`config.mk`:
```
export PLATFORM = sky130hd
export DESIGN_NAME = qmr_sum
export DESIGN_NICKNAME = d
export VERILOG_FILES = /design/src/hdl/qmr_pkg.sv /design/src/hdl/qmr_sum.sv
export SDC_FILE = /design/constraint.sdc
export NUM_CORES = 1
export LEC_CHECK = 0
export BUFFER_PORTS_ARGS = -buffer_cell sky130_fd_sc_hd__buf_2
export CAP_MARGIN = 20
export CORE_AREA = 5 5 284 286
export CTS_BUF_LIST = sky130_fd_sc_hd__clkbuf_16
export CTS_CLUSTER_DIAMETER = 80
export CTS_CLUSTER_SIZE = 8
export DETAILED_ROUTE_END_ITERATION = 7
export DIE_AREA = 0 0 289 291
export PLACE_DENSITY = 0.58
export SYNTH_ARGS = -nofsm -noshare
export SYNTH_HDL_FRONTEND = slang
export SYNTH_SLANG_ARGS = --single-unit
```
`constraint.sdc`:
```
create_clock -name clock -period 9.6 [get_ports clock]
set_clock_uncertainty 0.05 [all_clocks]
set_input_delay 1.92 -clock clock [delete_from_list [all_inputs] [get_ports clock]]
set_output_delay 1.92 -clock clock [all_outputs]
set_load 0.02 [all_outputs]
```
`src/hdl/qmr_pkg.sv`:
```
// ----------------------------------------------------------------------------
// qmr_pkg
// Shared types, constants and rounding helper for the quaternion unit.
// ----------------------------------------------------------------------------
package qmr_pkg;

   localparam int FRAC_BITS  = 12;
   localparam int COMP_W     = 16;
   localparam int WIDE_W     = COMP_W + 1;
   localparam int PROD_W     = COMP_W + WIDE_W;
   localparam int SUM_W      = PROD_W + 2;
   localparam int RND_W      = SUM_W + 1;
   localparam int NUM_COMP   = 4;

   localparam int CX = 0;
   localparam int CY = 1;
   localparam int CZ = 2;
   localparam int CW = 3;

   typedef enum logic {
      OP_MULTIPLY = 1'b0,
      OP_ROTATE   = 1'b1
   } op_type;

   typedef logic [NUM_COMP-1:0][COMP_W-1:0]               quat_type;
   typedef logic [NUM_COMP-1:0][WIDE_W-1:0]               wquat_type;
   typedef logic [NUM_COMP-1:0][NUM_COMP-1:0][PROD_W-1:0] prod_arr_type;

   typedef struct packed {
      op_type   opcode;
      quat_type a;
      logic     sat;
   } side_type;

   typedef struct packed {
      logic [COMP_W-1:0] value;
      logic              sat;
   } rnd_type;

   localparam logic signed [WIDE_W-1:0] ONE_VAL  = WIDE_W'(1 << FRAC_BITS);
   localparam logic signed [RND_W-1:0]  RND_BIAS = RND_W'(1 << (FRAC_BITS - 1));
   localparam logic signed [RND_W-1:0]  MAX_VAL  = RND_W'((1 << (COMP_W - 1)) - 1);
   localparam logic signed [RND_W-1:0]  MIN_VAL  = -RND_W'(1 << (COMP_W - 1));

   // round half up at FRAC_BITS, then clamp to 16 bits
   function automatic rnd_type round_sat(input logic signed [SUM_W-1:0] s);
      logic signed [RND_W-1:0] t;
      rnd_type                 r;
      t = (RND_W'(s) + RND_BIAS) >>> FRAC_BITS;
      if (t > MAX_VAL) begin
         r.value = MAX_VAL[COMP_W-1:0];
         r.sat   = 1'b1;
      end else if (t < MIN_VAL) begin
         r.value = MIN_VAL[COMP_W-1:0];
         r.sat   = 1'b1;
      end else begin
         r.value = t[COMP_W-1:0];
         r.sat   = 1'b0;
      end
      return r;
   endfunction

endpackage

```
`src/hdl/qmr_sum.sv`:
```
// ----------------------------------------------------------------------------
// qmr_sum
// Pipeline stage summing cross products per component, rounding and clamping.
// ----------------------------------------------------------------------------
module qmr_sum import qmr_pkg::*; (
   input  logic         clock,
   input  logic         reset,
   input  logic         valid_in,
   output logic         ready_out,
   input  prod_arr_type prod,
   input  side_type     side_in,
   output logic         valid_out,
   input  logic         ready_in,
   output quat_type     res_out,
   output side_type     side_out
);

   logic                    valid_ff;
   quat_type                res_ff, res_in;
   side_type                side_ff, side_nx_in;
   logic                    enable;
   logic signed [SUM_W-1:0] sum [NUM_COMP];
   rnd_type                 rnd [NUM_COMP];

   function automatic logic signed [SUM_W-1:0] ext(input logic [PROD_W-1:0] v);
      return SUM_W'($signed(v));
   endfunction

   assign enable    = !valid_ff || ready_in;
   assign ready_out = enable;

   always_comb begin
      sum[CX] = ext(prod[CW][CX]) + ext(prod[CX][CW]) + ext(prod[CY][CZ])
              - ext(prod[CZ][CY]);
      sum[CY] = ext(prod[CW][CY]) - ext(prod[CX][CZ]) + ext(prod[CY][CW])
              + ext(prod[CZ][CX]);
      sum[CZ] = ext(prod[CW][CZ]) + ext(prod[CX][CY]) - ext(prod[CY][CX])
              + ext(prod[CZ][CW]);
      sum[CW] = ext(prod[CW][CW]) - ext(prod[CX][CX]) - ext(prod[CY][CY])
              - ext(prod[CZ][CZ]);
      side_nx_in = side_in;
      for (int k = 0; k < NUM_COMP; k++) begin
         rnd[k]    = round_sat(sum[k]);
         res_in[k] = rnd[k].value;
         side_nx_in.sat = side_nx_in.sat | rnd[k].sat;
      end
   end

   always_ff @(posedge clock) begin
      if (reset) begin
         valid_ff <= 1'b0;
      end else if (enable) begin
         valid_ff <= valid_in;
      end
   end

   always_ff @(posedge clock) begin
      if (enable && valid_in) begin
         res_ff  <= res_in;
         side_ff <= side_nx_in;
      end
   end

   assign valid_out = valid_ff;
   assign res_out   = res_ff;
   assign side_out  = side_ff;

endmodule

```
==> metrics.md <==
| Metric | Value |
|---|---|
| Power Dens Cells | `roughly 240 nW/µm²` |
| Final-stage net count | `3813` |
| CP arrival | `6.97 ns` |
| Final GP Congestion | `0.9343` |
| Hold Violations, Final | `0` |
| Final critical-path required period | `6.847 ns` |
| Fmax | `0.1461 GHz` |
| Synth Area in Simple Gates | `8.799%` |
| Synth Area in Compound Gates | `15.21%` |
| DP HPWL | `62980 µm` |
| Cell count after synthesis | `around 2000` |
| H-tree depth | `4` |
| Pwr Total | `5.986 mW` |
| Maximum vdd ir drop | `0.08884 mV` |
| EDFF count, synth | `130` |
| RR Startpoint | `valid_out$_SDFFE_PP0N_` |
| Post-synthesis cell area | `19710 µm²` |
| Worst-Skew Late Latency | `0.47 ns` |
| Final wirelength | `roughly 70000 µm` |
| WP data required | `9.73 ns` |
| CP peak stage delay | `approximately 0.63 ns` |
| Layout area overhead | `27.65%` |
| Multi-input logic area | `14190 µm²` |
| Critical path startpoint | `prod[10]` |
| Largest family of logic cells by synthesized area | `adder cells` |
| Fin worst setup slack | `roughly 2.8 ns` |
| CP Launch Type | `input pin` |
| 1st-pass router iterations | `7` |
| Hold Crit Start | `valid_out$_SDFFE_PP0N_` |
| Clock Tree Buf Depth | `2` |
| TritonCTS clock tree | `done` |
| Vias post-DR | `roughly 17000` |
| First-pass GRT wire length | `roughly 100000 µm` |
| Total track usage | `16.28%` |
| Max cap viols | `0` |
| Ranking of synthesized cells by area | `fa_1 26%, edfxtp_1 20%, ha_1 18%` |
| Crit end category | `flop` |
| Clock sink count | `131` |
| Via/cell ratio | `roughly 4.6` |
| Most common cell after layout, fill and taps aside | `buf_2` |
| Number of global-route vias before repair | `roughly 18000` |
| P_leak | `12.70 nW` |
| Top_reg_cell synth | `edfxtp_1` |
| Register area share after synthesis | `19.91%` |
| Synthesized flop and latch total | `roughly 130` |
| Fin crit share | `between 70% and 80%` |
| Routed length per instance | `18.90 µm` |
| I/O Buffers | `729` |
| Unique masters post-synth | `approximately 90` |
| Largest net degree at the start of global routing | `59` |
| CP dominant cell by count | `inv_1` |
| Synthesis Warnings | `0` |
| Share of cells above drive strength 1 | `29.38%` |
| Post-CTS sizing | `0` |
| IO Count | `730` |
| Mux cell area share after synthesis | `0.3555%` |
| Synthesized area per cell | `~10 µm²` |
| Final hold slack | `between 0.4 and 0.5 ns` |
| Worst slew margin | `27.84%` |
| DRC Markers | `0` |
| Most frequent cells in the layout | `729 x buf_2, 380 x inv_1, 276 x ha_1, 260 x fa_1, 130 x edfxtp_1` |
| Initial DRC count | `943` |
| Worst-path clk slew | `0.08 ns` |
| Crit Path Category | `in2reg` |
| Die X | `289 µm` |
| Final Max Tran Viols | `0` |
| Core ar. | `~80000 µm²` |
| Die area | `84100 µm²` |
| Global route total overflow | `0` |
| Post-synth top area share | `a little over a quarter` |
| Worst slew pin tran | `~1.1 ns` |
| Worst-path maximum fanout | `15` |
| Hold Crit Class | `reg2reg` |
| Asr flop ratio synth | `0%` |
| Post-synth top area cell | `fa_1` |
| Clock root buffer | `clkbuf_16` |
| Antenna-violating nets left | `0` |
| Storage cell area | `3924 µm²` |
| CP max-delay cell | `a2bb2oi_1` |
| Post-Syn Nets | `3102` |
| Die height | `slightly below 300 µm` |
| Crit-path cells | `buf_2 > inv_1 > fa_1 > inv_1 > fa_1 > inv_1 > ha_1 > ha_1 > a211oi_1 > o31a_1 > a2bb2oi_1 > o221ai_1 > a31oi_1 > xnor2_1 > or4b_1 > nand4bb_1 > nand2_1 > o21ai_0` |
| Initial antenna violation count | `25` |
| Setup bufs post-CTS | `0` |
| Hold buffer count at cts | `0` |
| Setup_tns | `0 ns` |
| Status | `complete, no violations` |
| Number of cell rows | `between 100 and 150` |
| CTS Buf Count | `17` |
| Setup WS pre-CTS | `2.164 ns` |
| Xor and xnor area share after synthesis | `~3.6%` |
| Post-Synth Adder-Cell Area | `43.93%` |
| Fillers | `8217` |
| RSZ-0062 raised after global routing | `no` |
| Initial Util | `between 20% and 30%` |
| Endpoints failing setup | `0` |
[kinds of logic (layout without fill, tap and decap cells)]
group           Yosys count  count (layout)
compound gates          449             449
mux                       7               7
simple gates            341             341
xor+xnor                 82              82
buf+inv                 422            1146
fa+ha+maj               536             536
other cells               0               5
flops                   131             131
[final cells by class]
| cell class | instances | share of cell area [%] |
|---|---|---|
| multi-input combinational | 1415 | 56.41 |
| sequential | 131 | 15.60 |
| timing repair buffer | 734 | 14.65 |
| inverter | 380 | 5.669 |
| tap | 1050 | 5.222 |
| clock buffer | 17 | 1.691 |
| clock inverter | 15 | 0.7112 |
| antenna | 5 | 0.04973 |
[synth_stat cells, types with 12 or more instances]
library cell / number
nand4_1: 34
nand2b_1: 12
clkbuf_1: 32
inv_1: 380
a21oi_1: 118
o211ai_1: 20
o21ai_0: 85
xnor2_1: 47
a21o_1: 70
ha_1: 276
nand2_1: 98
o21bai_1: 15
o21a_1: 17
nor2_1: 71
a211oi_1: 20
fa_1: 260
nor3_1: 24
nand3_1: 25
xor2_1: 35
o21ai_1: 15
edfxtp_1: 130
a31oi_1: 13
[routing by layer]
layer  global-route usage (%)  part of all wire, %  up-vias
met5                        0                 0.18        -
met4                    5.234                  3.2       20
met3                    5.904                   10      117
met2                    28.04                   48      710
met1                    18.77                   38     8042
li1                         -                    -     8211
[critical path: cells and delay by family]
family                   cells  cell delay, ns
AO/OA/AOI/OAI                6            1.84
adder cells (fa/ha/maj)      4            1.60
AND/OR/NAND/NOR              3            1.24
buffers and inverters        4            0.24
XOR/XNOR                     1            0.11
[final timing paths]
path | cells past startpoint | end | slack [ns]
hold / removal | 2 | valid_out$_SDFFE_PP0N_ | 0.50
hold reg to reg | 2 | valid_out$_SDFFE_PP0N_ | 0.50
setup / recovery | 18 | res_out[57]$_SDFFCE_PP1P_ | 2.75
setup reg to reg | 3 | side_out[41]$_DFFE_PP_ | 7.23
[power breakdown]
group	total, mW	switching, mW	internal, mW
Clock	0.734	0.323	0.411
Sequential	0.930	0.0453	0.885
Combinational	4.32	2.64	1.68
[sequential cells by signal, summed over array words and instances (netlist names)]
register and cells:
side_out 66, res_out 64, valid_out 1
[metrics by stage]
step | instances | utilization (%) | cell area, µm²
global placement | 3709 | 31.42 | 24530
global route | 3742 | 32.20 | 25150
floorplan | 1968 | - | 19710
CTS | 3742 | 32.20 | 25150
detailed placement | 3710 | 31.43 | 24540
finish | 3747 | 32.22 | 25160
Note: power is estimated with default switching activity, not from simulation.
